## src/rtl/core/klr_pkg.sv

```systemverilog
package klr_pkg;

	localparam int TIME_W      = 32;
	localparam int COMP_W      = 32;
	localparam int IDX_W       = 16;
	localparam int PERIOD_W    = 21;
	localparam int NCOMP       = 4;
	localparam int COMPONENTS  = 4;
	localparam int MAX_SAMPLES = 64;
	localparam int PERIOD_RST  = 2185;
	localparam int CFG_IDX_W   = 1;
	localparam int N_W         = $clog2(MAX_SAMPLES + 1);
	localparam int K_W         = $clog2(NCOMP);
	localparam int MUL_STEPS   = 32;
	localparam int DIV_STEPS   = 66;
	localparam int STEP_W      = 7;

	typedef logic signed [COMP_W-1:0] comp_t;

	typedef enum logic [CFG_IDX_W-1:0] {
		REG_PERIOD = 1'b0,
		REG_QUAT   = 1'b1
	} cfg_reg_t;

	typedef enum logic {
		MD_MUL = 1'b0,
		MD_DIV = 1'b1
	} md_op_t;

	typedef struct packed {
		logic        start;
		md_op_t      op;
		logic [32:0] a;
		logic [31:0] b;
		logic [65:0] dividend;
	} md_req_t;

	typedef struct packed {
		logic        done;
		logic [65:0] prod;
		logic [34:0] quo;
	} md_rsp_t;

	typedef enum logic [11:0] {
		S_IDLE     = 12'b0000_0000_0001,
		S_DOT_GO   = 12'b0000_0000_0010,
		S_DOT_WAIT = 12'b0000_0000_0100,
		S_CNT      = 12'b0000_0000_1000,
		S_CNT_WAIT = 12'b0000_0001_0000,
		S_SMP_GO   = 12'b0000_0010_0000,
		S_SMP_MUL  = 12'b0000_0100_0000,
		S_SMP_DIV  = 12'b0000_1000_0000,
		S_SMP_OUT  = 12'b0001_0000_0000,
		S_SKIP_GO  = 12'b0010_0000_0000,
		S_SKIP_WT  = 12'b0100_0000_0000,
		S_FIN      = 12'b1000_0000_0000
	} state_t;

endpackage

```

## src/rtl/core/klr_key_if.sv

```systemverilog
interface klr_key_if;
	import klr_pkg::*;

	logic              valid;
	logic              ready;
	logic [TIME_W-1:0] key_time;
	comp_t             comp_x;
	comp_t             comp_y;
	comp_t             comp_z;
	comp_t             comp_w;
	logic              last_key;

	modport source (output valid, key_time, comp_x, comp_y, comp_z, comp_w, last_key,
		input ready);
	modport sink (input valid, key_time, comp_x, comp_y, comp_z, comp_w, last_key,
		output ready);
endinterface

```

## src/rtl/core/klr_smp_if.sv

```systemverilog
interface klr_smp_if;
	import klr_pkg::*;

	logic             valid;
	logic             ready;
	comp_t            out_x;
	comp_t            out_y;
	comp_t            out_z;
	comp_t            out_w;
	logic [IDX_W-1:0] sample_index;
	logic             run_end;
	logic             truncated;

	modport source (output valid, out_x, out_y, out_z, out_w, sample_index, run_end,
		truncated, input ready);
	modport sink (input valid, out_x, out_y, out_z, out_w, sample_index, run_end,
		truncated, output ready);
endinterface

```

## src/rtl/core/klr_muldiv.sv

```systemverilog
module klr_muldiv (
	input  logic             clk,
	input  logic             arst_n,
	input  klr_pkg::md_req_t req,
	output klr_pkg::md_rsp_t rsp
);
	import klr_pkg::*;

	logic              busy_q;
	logic              done_q;
	md_op_t            op_q;
	logic [32:0]       a_q;
	logic [65:0]       acc_q;
	logic [32:0]       rem_q;
	logic [34:0]       quo_q;
	logic              ovf_q;
	logic [STEP_W-1:0] step_q;

	logic [34:0] mul_sum;
	logic [33:0] r2;
	logic        ge;
	logic [33:0] r2_sub;
	logic        last_step;

	always_comb begin
		mul_sum   = {1'b0, acc_q[65:32]} + (acc_q[0] ? {2'b00, a_q} : 35'd0);
		r2        = {rem_q, acc_q[65]};
		ge        = r2 >= {1'b0, a_q};
		r2_sub    = r2 - {1'b0, a_q};
		last_step = (op_q == MD_MUL) ? (step_q == STEP_W'(MUL_STEPS - 1))
			: (step_q == STEP_W'(DIV_STEPS - 1));
	end

	always_ff @(posedge clk or negedge arst_n) begin
		if (!arst_n) begin
			busy_q <= 1'b0;
			done_q <= 1'b0;
		end else begin
			done_q <= 1'b0;
			if (req.start) begin
				busy_q <= 1'b1;
				op_q   <= req.op;
				a_q    <= req.a;
				step_q <= '0;
				rem_q  <= '0;
				quo_q  <= '0;
				ovf_q  <= 1'b0;
				acc_q  <= (req.op == MD_MUL) ? {34'd0, req.b} : req.dividend;
			end else if (busy_q) begin
				if (op_q == MD_MUL) begin
					acc_q <= {mul_sum, acc_q[31:1]};
				end else begin
					rem_q <= ge ? r2_sub[32:0] : r2[32:0];
					acc_q <= {acc_q[64:0], 1'b0};
					quo_q <= {quo_q[33:0], ge};
					ovf_q <= ovf_q | quo_q[34];
				end
				step_q <= step_q + 1'b1;
				if (last_step) begin
					busy_q <= 1'b0;
					done_q <= 1'b1;
				end
			end
		end
	end

	always_comb begin
		rsp.done = done_q;
		rsp.prod = acc_q;
		rsp.quo  = (ovf_q || quo_q > 35'h4_0000_0000) ? 35'h4_0000_0000 : quo_q;
	end
endmodule

```

## src/rtl/core/keyframe_lerp_resampler_unit.sv

```systemverilog
// Keyframe resampler: turns a track of keyframes into evenly spaced samples.
// keys carries one keyframe per item (time, four Q16.16 components, last mark);
// samples carries the interpolated components, running index, run_end and
// truncated. cfg_we/cfg_index/cfg_data write sample_period (index 0) and
// quat_mode (index 1); the user must write them only while the block is
// idle; the block does not enforce it. keys.ready is high only while the
// sequencer is idle; a key is then worked to the end before the next one is
// taken. A first key of a track is only stored. Otherwise a key runs one
// multiply per component for the quaternion dot product (quat_mode only), a
// divide to count its samples (skipped if none falls in the segment), and a
// multiply and a divide per component of each sample (a 32-step shift-add
// multiply and a 66-step restoring divide in the one shared serial unit; none
// on a zero-length segment), plus a multiply when excess samples are skipped
// and a last step to close the key. A finished sample sits in the output
// register; the next sample's arithmetic proceeds meanwhile and the sequencer
// waits only if that register is still full when the next sample is ready.
// Reset clears the track state, sets sample_period to 2185 and quat_mode to 0.
module keyframe_lerp_resampler_unit (
	input  logic                             clk,
	input  logic                             arst_n,
	klr_key_if.sink                          keys,
	klr_smp_if.source                        samples,
	input  logic                             cfg_we,
	input  logic [klr_pkg::CFG_IDX_W-1:0]    cfg_index,
	input  logic [klr_pkg::PERIOD_W-1:0]     cfg_data
);
	import klr_pkg::*;

	state_t              state_q;
	logic [PERIOD_W-1:0] period_q;
	logic                quat_q;

	logic [TIME_W-1:0]   t1_q;
	logic                last_q;
	comp_t               v1_q [NCOMP];
	logic [TIME_W-1:0]   prev_time_q;
	comp_t               prev_q [NCOMP];
	logic [TIME_W:0]     st_q;
	logic [IDX_W-1:0]    cnt_q;
	logic                have_prev_q;
	logic                track_done_q;
	logic                flip_q;
	logic signed [66:0]  dot_q;
	logic [K_W-1:0]      k_q;
	logic [TIME_W:0]     count_q;
	logic                trunc_q;
	logic [N_W-1:0]      j_q;
	logic [N_W-1:0]      n_q;
	comp_t               res_q [NCOMP];

	logic                out_valid_q;
	comp_t               out_q [NCOMP];
	logic [IDX_W-1:0]    out_idx_q;
	logic                out_end_q;
	logic                out_trunc_q;

	md_req_t             md_req_q;
	md_rsp_t             md_rsp;

	klr_muldiv u_md (
		.clk    (clk),
		.arst_n (arst_n),
		.req    (md_req_q),
		.rsp    (md_rsp)
	);

	logic [32:0]        per_eff;
	logic               key_acc;
	comp_t              key_v [NCOMP];
	comp_t              v0;
	comp_t              v1;
	logic [31:0]        abs_v0;
	logic [31:0]        abs_v1;
	logic signed [33:0] d;
	logic signed [33:0] dn;
	logic signed [32:0] dt;
	logic [33:0]        abs_d;
	logic [33:0]        abs_dn;
	logic [32:0]        abs_dt;
	logic               neg;
	logic signed [36:0] r_sum;
	comp_t              r_sat;
	logic               belongs;
	logic [TIME_W:0]    st_next;
	logic [TIME_W:0]    count_new;
	logic [65:0]        skip_sum;
	logic [TIME_W:0]    remain;
	logic signed [66:0] dot_term;

	always_comb begin
		per_eff  = (period_q == '0) ? 33'd1 : {12'd0, period_q};
		key_acc  = keys.valid && keys.ready;
		key_v[0] = keys.comp_x;
		key_v[1] = keys.comp_y;
		key_v[2] = keys.comp_z;
		key_v[3] = (COMPONENTS > 3) ? keys.comp_w : '0;
		v0       = prev_q[k_q];
		v1       = v1_q[k_q];
		abs_v0   = v0[31] ? 32'(-{v0[31], v0}) : 32'(v0);
		abs_v1   = v1[31] ? 32'(-{v1[31], v1}) : 32'(v1);
		d        = (flip_q ? -34'(v1) : 34'(v1)) - 34'(v0);
		dn       = $signed({1'b0, st_q}) - $signed({2'b00, prev_time_q});
		dt       = $signed({1'b0, t1_q}) - $signed({1'b0, prev_time_q});
		abs_d    = d[33] ? 34'(-d) : 34'(d);
		abs_dn   = dn[33] ? 34'(-dn) : 34'(dn);
		abs_dt   = dt[32] ? 33'(-dt) : 33'(dt);
		neg      = d[33] ^ dn[33] ^ dt[32];
		r_sum    = neg ? (37'(v0) - $signed({2'b00, md_rsp.quo}))
			: (37'(v0) + $signed({2'b00, md_rsp.quo}));
		if (r_sum > 37'sd2147483647)
			r_sat = 32'sh7FFF_FFFF;
		else if (r_sum < -37'sd2147483648)
			r_sat = 32'sh8000_0000;
		else
			r_sat = comp_t'(r_sum[31:0]);
		belongs   = last_q ? (st_q < {1'b0, t1_q}) : (st_q <= {1'b0, t1_q});
		st_next   = ({1'b0, st_q} + {1'b0, per_eff} > 34'h1_0000_0000) ? 33'h1_0000_0000
			: 33'(st_q + per_eff);
		count_new = 33'(md_rsp.quo) + 33'd1;
		remain    = count_q - 33'(MAX_SAMPLES);
		skip_sum  = {33'd0, st_q} + md_rsp.prod;
		dot_term  = (v0[31] ^ v1[31]) ? -$signed({1'b0, md_rsp.prod})
			: $signed({1'b0, md_rsp.prod});
	end

	always_ff @(posedge clk or negedge arst_n) begin
		if (!arst_n) begin
			period_q <= PERIOD_W'(PERIOD_RST);
			quat_q   <= 1'b0;
		end else if (cfg_we) begin
			case (cfg_index)
				REG_PERIOD: period_q <= cfg_data;
				REG_QUAT:   quat_q   <= cfg_data[0];
				default:    period_q <= period_q;
			endcase
		end
	end

	always_ff @(posedge clk or negedge arst_n) begin
		if (!arst_n) begin
			state_q        <= S_IDLE;
			prev_time_q    <= '0;
			st_q           <= '0;
			cnt_q          <= '0;
			have_prev_q    <= 1'b0;
			track_done_q   <= 1'b0;
			out_valid_q    <= 1'b0;
			md_req_q.start <= 1'b0;
			for (int i = 0; i < NCOMP; i++)
				prev_q[i] <= '0;
		end else begin
			md_req_q.start <= 1'b0;
			if (samples.ready)
				out_valid_q <= 1'b0;
			case (state_q)
				S_IDLE: begin
					if (key_acc) begin
						t1_q   <= keys.key_time;
						last_q <= keys.last_key;
						for (int i = 0; i < NCOMP; i++)
							v1_q[i] <= key_v[i];
						dot_q  <= '0;
						k_q    <= '0;
						if (track_done_q) begin
							st_q  <= '0;
							cnt_q <= '0;
						end
						if (!have_prev_q || track_done_q) begin
							prev_time_q  <= keys.key_time;
							for (int i = 0; i < NCOMP; i++)
								prev_q[i] <= key_v[i];
							have_prev_q  <= 1'b1;
							track_done_q <= keys.last_key;
						end else begin
							state_q <= quat_q ? S_DOT_GO : S_CNT;
						end
					end
				end
				S_DOT_GO: begin
					md_req_q.start <= 1'b1;
					md_req_q.op    <= MD_MUL;
					md_req_q.a     <= {1'b0, abs_v0};
					md_req_q.b     <= abs_v1;
					state_q        <= S_DOT_WAIT;
				end
				S_DOT_WAIT: begin
					if (md_rsp.done) begin
						dot_q <= dot_q + dot_term;
						if (k_q == K_W'(NCOMP - 1)) begin
							state_q <= S_CNT;
						end else begin
							k_q     <= k_q + 1'b1;
							state_q <= S_DOT_GO;
						end
					end
				end
				S_CNT: begin
					flip_q <= quat_q && dot_q[66];
					k_q    <= '0;
					j_q    <= '0;
					if (!belongs) begin
						count_q <= '0;
						trunc_q <= 1'b0;
						state_q <= S_FIN;
					end else begin
						md_req_q.start    <= 1'b1;
						md_req_q.op       <= MD_DIV;
						md_req_q.a        <= per_eff;
						md_req_q.dividend <= {34'd0, t1_q - st_q[31:0] - {31'd0, last_q}};
						state_q           <= S_CNT_WAIT;
					end
				end
				S_CNT_WAIT: begin
					if (md_rsp.done) begin
						count_q <= count_new;
						trunc_q <= count_new > 33'(MAX_SAMPLES);
						n_q     <= (count_new > 33'(MAX_SAMPLES)) ? N_W'(MAX_SAMPLES)
							: N_W'(count_new);
						state_q <= S_SMP_GO;
					end
				end
				S_SMP_GO: begin
					if (dt == '0) begin
						res_q[k_q] <= v0;
						if (k_q == K_W'(NCOMP - 1))
							state_q <= S_SMP_OUT;
						else
							k_q <= k_q + 1'b1;
					end else begin
						md_req_q.start <= 1'b1;
						md_req_q.op    <= MD_MUL;
						md_req_q.a     <= abs_d[32:0];
						md_req_q.b     <= abs_dn[31:0];
						state_q        <= S_SMP_MUL;
					end
				end
				S_SMP_MUL: begin
					if (md_rsp.done) begin
						md_req_q.start    <= 1'b1;
						md_req_q.op       <= MD_DIV;
						md_req_q.a        <= abs_dt;
						md_req_q.dividend <= md_rsp.prod + {34'd0, abs_dt[32:1]};
						state_q           <= S_SMP_DIV;
					end
				end
				S_SMP_DIV: begin
					if (md_rsp.done) begin
						res_q[k_q] <= r_sat;
						if (k_q == K_W'(NCOMP - 1)) begin
							state_q <= S_SMP_OUT;
						end else begin
							k_q     <= k_q + 1'b1;
							state_q <= S_SMP_GO;
						end
					end
				end
				S_SMP_OUT: begin
					if (!out_valid_q || samples.ready) begin
						out_valid_q <= 1'b1;
						for (int i = 0; i < NCOMP; i++)
							out_q[i] <= res_q[i];
						out_idx_q   <= cnt_q;
						out_end_q   <= (j_q == n_q - 1'b1);
						out_trunc_q <= trunc_q;
						cnt_q       <= cnt_q + 1'b1;
						st_q        <= st_next;
						j_q         <= j_q + 1'b1;
						k_q         <= '0;
						if (j_q == n_q - 1'b1)
							state_q <= trunc_q ? S_SKIP_GO : S_FIN;
						else
							state_q <= S_SMP_GO;
					end
				end
				S_SKIP_GO: begin
					md_req_q.start <= 1'b1;
					md_req_q.op    <= MD_MUL;
					md_req_q.a     <= per_eff;
					md_req_q.b     <= remain[31:0];
					state_q        <= S_SKIP_WT;
				end
				S_SKIP_WT: begin
					if (md_rsp.done) begin
						st_q    <= (skip_sum > 66'h1_0000_0000) ? 33'h1_0000_0000
							: skip_sum[32:0];
						cnt_q   <= cnt_q + remain[IDX_W-1:0];
						state_q <= S_FIN;
					end
				end
				S_FIN: begin
					prev_time_q  <= t1_q;
					for (int i = 0; i < NCOMP; i++)
						prev_q[i] <= v1_q[i];
					have_prev_q  <= 1'b1;
					track_done_q <= last_q;
					state_q      <= S_IDLE;
				end
				default: state_q <= S_IDLE;
			endcase
		end
	end

	assign keys.ready           = (state_q == S_IDLE);
	assign samples.valid        = out_valid_q;
	assign samples.out_x        = out_q[0];
	assign samples.out_y        = out_q[1];
	assign samples.out_z        = out_q[2];
	assign samples.out_w        = out_q[3];
	assign samples.sample_index = out_idx_q;
	assign samples.run_end      = out_end_q;
	assign samples.truncated    = out_trunc_q;
endmodule

```

## src/flat_wrapper.sv

```systemverilog
// flat-port wrapper written by rule: the top's interface ports become plain ports
module keyframe_lerp_resampler_unit_flat import klr_pkg::*;
  (clk, arst_n, cfg_we, cfg_index, cfg_data, keys_valid, keys_key_time, keys_comp_x, keys_comp_y, keys_comp_z, keys_comp_w, keys_last_key, keys_ready, samples_valid, samples_out_x, samples_out_y, samples_out_z, samples_out_w, samples_sample_index, samples_run_end, samples_truncated, samples_ready);
  klr_key_if keys_i ();
  klr_smp_if samples_i ();
  input  logic clk;
  input  logic arst_n;
  input  logic cfg_we;
  input  logic [klr_pkg::CFG_IDX_W-1:0] cfg_index;
  input  logic [klr_pkg::PERIOD_W-1:0] cfg_data;
  input wire logic [$bits(keys_i.valid)-1:0] keys_valid;
  input wire logic [$bits(keys_i.key_time)-1:0] keys_key_time;
  input wire logic [$bits(keys_i.comp_x)-1:0] keys_comp_x;
  input wire logic [$bits(keys_i.comp_y)-1:0] keys_comp_y;
  input wire logic [$bits(keys_i.comp_z)-1:0] keys_comp_z;
  input wire logic [$bits(keys_i.comp_w)-1:0] keys_comp_w;
  input wire logic [$bits(keys_i.last_key)-1:0] keys_last_key;
  output wire logic [$bits(keys_i.ready)-1:0] keys_ready;
  output wire logic [$bits(samples_i.valid)-1:0] samples_valid;
  output wire logic [$bits(samples_i.out_x)-1:0] samples_out_x;
  output wire logic [$bits(samples_i.out_y)-1:0] samples_out_y;
  output wire logic [$bits(samples_i.out_z)-1:0] samples_out_z;
  output wire logic [$bits(samples_i.out_w)-1:0] samples_out_w;
  output wire logic [$bits(samples_i.sample_index)-1:0] samples_sample_index;
  output wire logic [$bits(samples_i.run_end)-1:0] samples_run_end;
  output wire logic [$bits(samples_i.truncated)-1:0] samples_truncated;
  input wire logic [$bits(samples_i.ready)-1:0] samples_ready;
  assign keys_i.valid = keys_valid;
  assign keys_i.key_time = keys_key_time;
  assign keys_i.comp_x = keys_comp_x;
  assign keys_i.comp_y = keys_comp_y;
  assign keys_i.comp_z = keys_comp_z;
  assign keys_i.comp_w = keys_comp_w;
  assign keys_i.last_key = keys_last_key;
  assign keys_ready = keys_i.ready;
  assign samples_valid = samples_i.valid;
  assign samples_out_x = samples_i.out_x;
  assign samples_out_y = samples_i.out_y;
  assign samples_out_z = samples_i.out_z;
  assign samples_out_w = samples_i.out_w;
  assign samples_sample_index = samples_i.sample_index;
  assign samples_run_end = samples_i.run_end;
  assign samples_truncated = samples_i.truncated;
  assign samples_i.ready = samples_ready;
  keyframe_lerp_resampler_unit u_core (.clk(clk), .arst_n(arst_n), .keys(keys_i), .samples(samples_i), .cfg_we(cfg_we), .cfg_index(cfg_index), .cfg_data(cfg_data));
endmodule
```

## config.mk

```make
export PLATFORM = sky130hd
export DESIGN_NAME = keyframe_lerp_resampler_unit_flat
export DESIGN_NICKNAME = d
export VERILOG_FILES = /design/src/rtl/core/klr_pkg.sv /design/src/rtl/core/klr_key_if.sv /design/src/rtl/core/klr_smp_if.sv /design/src/rtl/core/klr_muldiv.sv /design/src/rtl/core/keyframe_lerp_resampler_unit.sv /design/src/flat_wrapper.sv
export SDC_FILE = /design/constraint.sdc
export NUM_CORES = 2
export LEC_CHECK = 0
export BUFFER_PORTS_ARGS = -buffer_cell sky130_fd_sc_hd__buf_2
export CORE_ASPECT_RATIO = 0.75
export CORE_MARGIN = 4
export CORE_UTILIZATION = 54
export CTS_CLUSTER_SIZE = 24
export DETAILED_ROUTE_END_ITERATION = 8
export PLACE_DENSITY_LB_ADDON = 0.15
export SYNTH_ARGS = -nofsm -noshare
export SYNTH_HDL_FRONTEND = slang
export SYNTH_SLANG_ARGS = --single-unit
```

## constraint.sdc

```tcl
create_clock -name clk -period 19.21 [get_ports clk]
set_clock_uncertainty 0.05 [all_clocks]
set_input_delay 0.9605 -clock clk [delete_from_list [all_inputs] [get_ports clk]]
set_output_delay 0.9605 -clock clk [all_outputs]
set_load 0.03 [all_outputs]
```

==> impl_metrics.json <==
{
  "status": "finished, violations left",
  "violations": "design-rule violations, max-capacitance violations",
  "timing.setup.tns_ps": 0,
  "overflow": 0,
  "synth_most_common_cell": "edfxtp_1",
  "timing.fmax_mhz": 83.7,
  "die-area_um2": 148000,
  "grt_util_met1": 0.528,
  "ys_top_cells_by_area": "edfxtp_1, dfrtp_1, ha_1",
  "cts_tree": "built",
  "numCtsBuffers": 110,
  "gr-usage-met3": 0.0793,
  "synth_edf_count": 860,
  "cts_setup_buffers": 0,
  "synth_nets": 8669,
  "finalHoldViolations": 0,
  "die_w_um": 442,
  "clock_latency_ps": 780,
  "die_h_um": 334,
  "critPathMaxFanout": 31,
  "netlist.top_cell.by_area": "edfxtp_1",
  "ys_warn_count": 0,
  "clock_path_buffers": 3,
  "via_per_inst": 6.34,
  "finalWirelength_um": 258000,
  "arrival_ps": 12300,
  "hpwl_um": 199000,
  "drtIter0Drc": 7693,
  "synth_commonest_cells": "edfxtp_1, nor2_1, a21oi_1, nand2_1, o21ai_0",
  "busiest_layer": "met1",
  "setup_violations": 0,
  "netlist_area_um2": 76400,
  "synth-seq-cells": 1111,
  "cts.sinks": 1111,
  "globalplace.congestion": 1.01,
  "ctsResizeCount": 0,
  "synth_area_per_cell_um2": 9.56,
  "antenna_found_initial": 24,
  "drive_gt1_frac": 0.101,
  "grt_setup_unrepaired": "no",
  "max_stage_delay_ps": 760,
  "cts.htree.levels": 3,
  "min_period_ps": 11950,
  "fin_nets": 8819,
  "critPathKind": "reg -> reg",
  "finalCritPeriodShare": 0.622,
  "clockRootBuffer": "clkbuf_16",
  "coreArea_um2": 141000,
  "clk_pin_slew_worst_paths_ps": 70,
  "port_buffers": 335,
  "async_flop_share": 0.224,
  "hold_path_class": "in -> async",
  "grt_util_all_layers": 0.337,
  "num_rows": 119,
  "required_ps": 19560,
  "first_global_vias": 58771,
  "yosysSeqAreaShare": 0.420,
  "ys.flop_type": "edfxtp_1",
  "slowest_stage": "a2111oi_0",
  "drc": 5,
  "max-slew-margin-rel": 0.00432,
  "wl_per_cell_um": 25.5,
  "final_max_slew_viol_count": 0,
  "grt_max_degree": 237,
  "antenna_left": 0,
  "cp-start-kind": "flop",
  "crit_path_end_kind": "flop",
  "grt_pass1_wl_um": 379000,
  "synth.distinct_cells": 95,
  "postCtsHoldBufs": 0,
  "io_pins": 336,
  "synthCells": 7997,
  "tightest_slew_ps": 1480,
  "syn_to_final_growth_pct": 9.53,
  "vias": 64190,
  "fillers": 12117,
  "cp_common_cell": "nand2_1",
  "synth_top_area_frac": 0.338,
  "drt_pre_antenna_iters": 9,
  "holdWs_ps": 36.0,
  "met2_usage": 0.464,
  "start_util": 0.544,
  "cap_violations": 1
}
cell families (layout without fill, tap and decap cells):
family	Yosys count	after routing	synth area share
AOI/OAI and AO/OA	2182	2182	0.176
adders and majority gates	484	484	0.0819
xor gates and xnor gates	704	704	0.0808
and+or+nand+nor	2460	2460	0.153
other	0	6	0
muxes	300	300	0.0499
DFF	1111	1111	0.420
buffers and inverters	756	1004	0.0377
path summary, 6_finish.rpt:
kind                                              startpoint                             to  slack, ps  cells past startpoint
worst max-delay path                                    flop   u_core.res_q[0][8]$_DFFE_PP_       7260                     35
worst min-delay path                                  arst_n  u_core.prev_q[29]$_DFFE_PN0P_         40                      1
worst max register to register                          flop   u_core.res_q[0][8]$_DFFE_PP_       7260                     35
worst min register to register  u_core.res_q[1][4]$_DFFE_PP_   u_core.out_q[1][4]$_DFFE_PP_        350                      0
max in group asynchronous                             arst_n  u_core.state_q[4]$_DFFE_PN0P_      17410                      3
min in group clk                              keys_comp_z[2]    u_core.v1_q[2][2]$_DFFE_PP_        350                      1
area by class of cell:
cell class	count	area, µm²	share of cell area
clock buffers	143	2990	0.0357
repair buffers	431	2430	0.0291
clock inverters	67	783	0.00936
diodes	6	15.0	0.000179
multi-input cells	6130	41700	0.498
inverters	363	1360	0.0163
well taps	1875	2350	0.0280
flip-flops and latches	1111	32100	0.384
through the flow:
| step | utilization | instance area [µm²] | instances | worst slack (ps) |
|---|---|---|---|---|
| final | 0.596 | 83700 | 10126 | 7260 |
| after global routing | 0.595 | 83700 | 10120 | 6470 |
| after CTS | 0.595 | 83700 | 10120 | 7450 |
| after detailed placement | 0.569 | 79900 | 9910 | 7500 |
| after global placement | 0.569 | 79900 | 9910 | 7820 |
| after floorplan | - | 76400 | 7997 | 9490 |
routing by layer:
layer / part of all wire / up-vias / wire (µm)
met4: 0.027 / 4 / 7090
li1: - / 29565 / -
met5: 0.000097 / - / 25
met1: 0.46 / 31251 / 119000
met3: 0.11 / 343 / 29000
met2: 0.40 / 3027 / 103000
cell usage in the layout (no fill, tap or decap), types with 93 or more instances in the layout:
cell type	instances
and3_1	110
nand2_1	612
mux2i_1	208
clkbuf_16	111
nor3_1	171
inv_1	361
ha_1	457
xor2_1	266
edfxtp_1	860
nor2_1	804
dfrtp_1	243
o21ai_0	462
buf_4	94
buf_2	334
a21o_1	208
nor2b_1	93
xnor2_1	434
nand3_1	137
a21oi_1	804
worst max-delay path: cells and delay by family (launching register included):
kind,cells,cell delay (ps)
AND/OR/NAND/NOR,15,3950
flip-flops,1,500
adder cells (fa/ha/maj),2,770
XOR/XNOR,2,310
AO/OA/AOI/OAI,13,4350
buffers and inverters,2,870
multiplexers,1,700
state kept, by name, indices dropped and copies added, names as in the netlist, 33 cells and up, named ones only:
signal and flops:
u_core.md_req_q 133, u_core.v1_q 128, u_core.u_md.rem_q 33, u_core.prev_q 128
u_core.st_q 33, u_core.res_q 128, u_core.out_q 128, u_core.u_md.quo_q 35
u_core.u_md.acc_q 66, u_core.u_md.a_q 33, u_core.dot_q 67
Power is left out: the tool's default activity adds up to more than one toggle a clock period on the data nets, which glitch-free logic cannot reach.
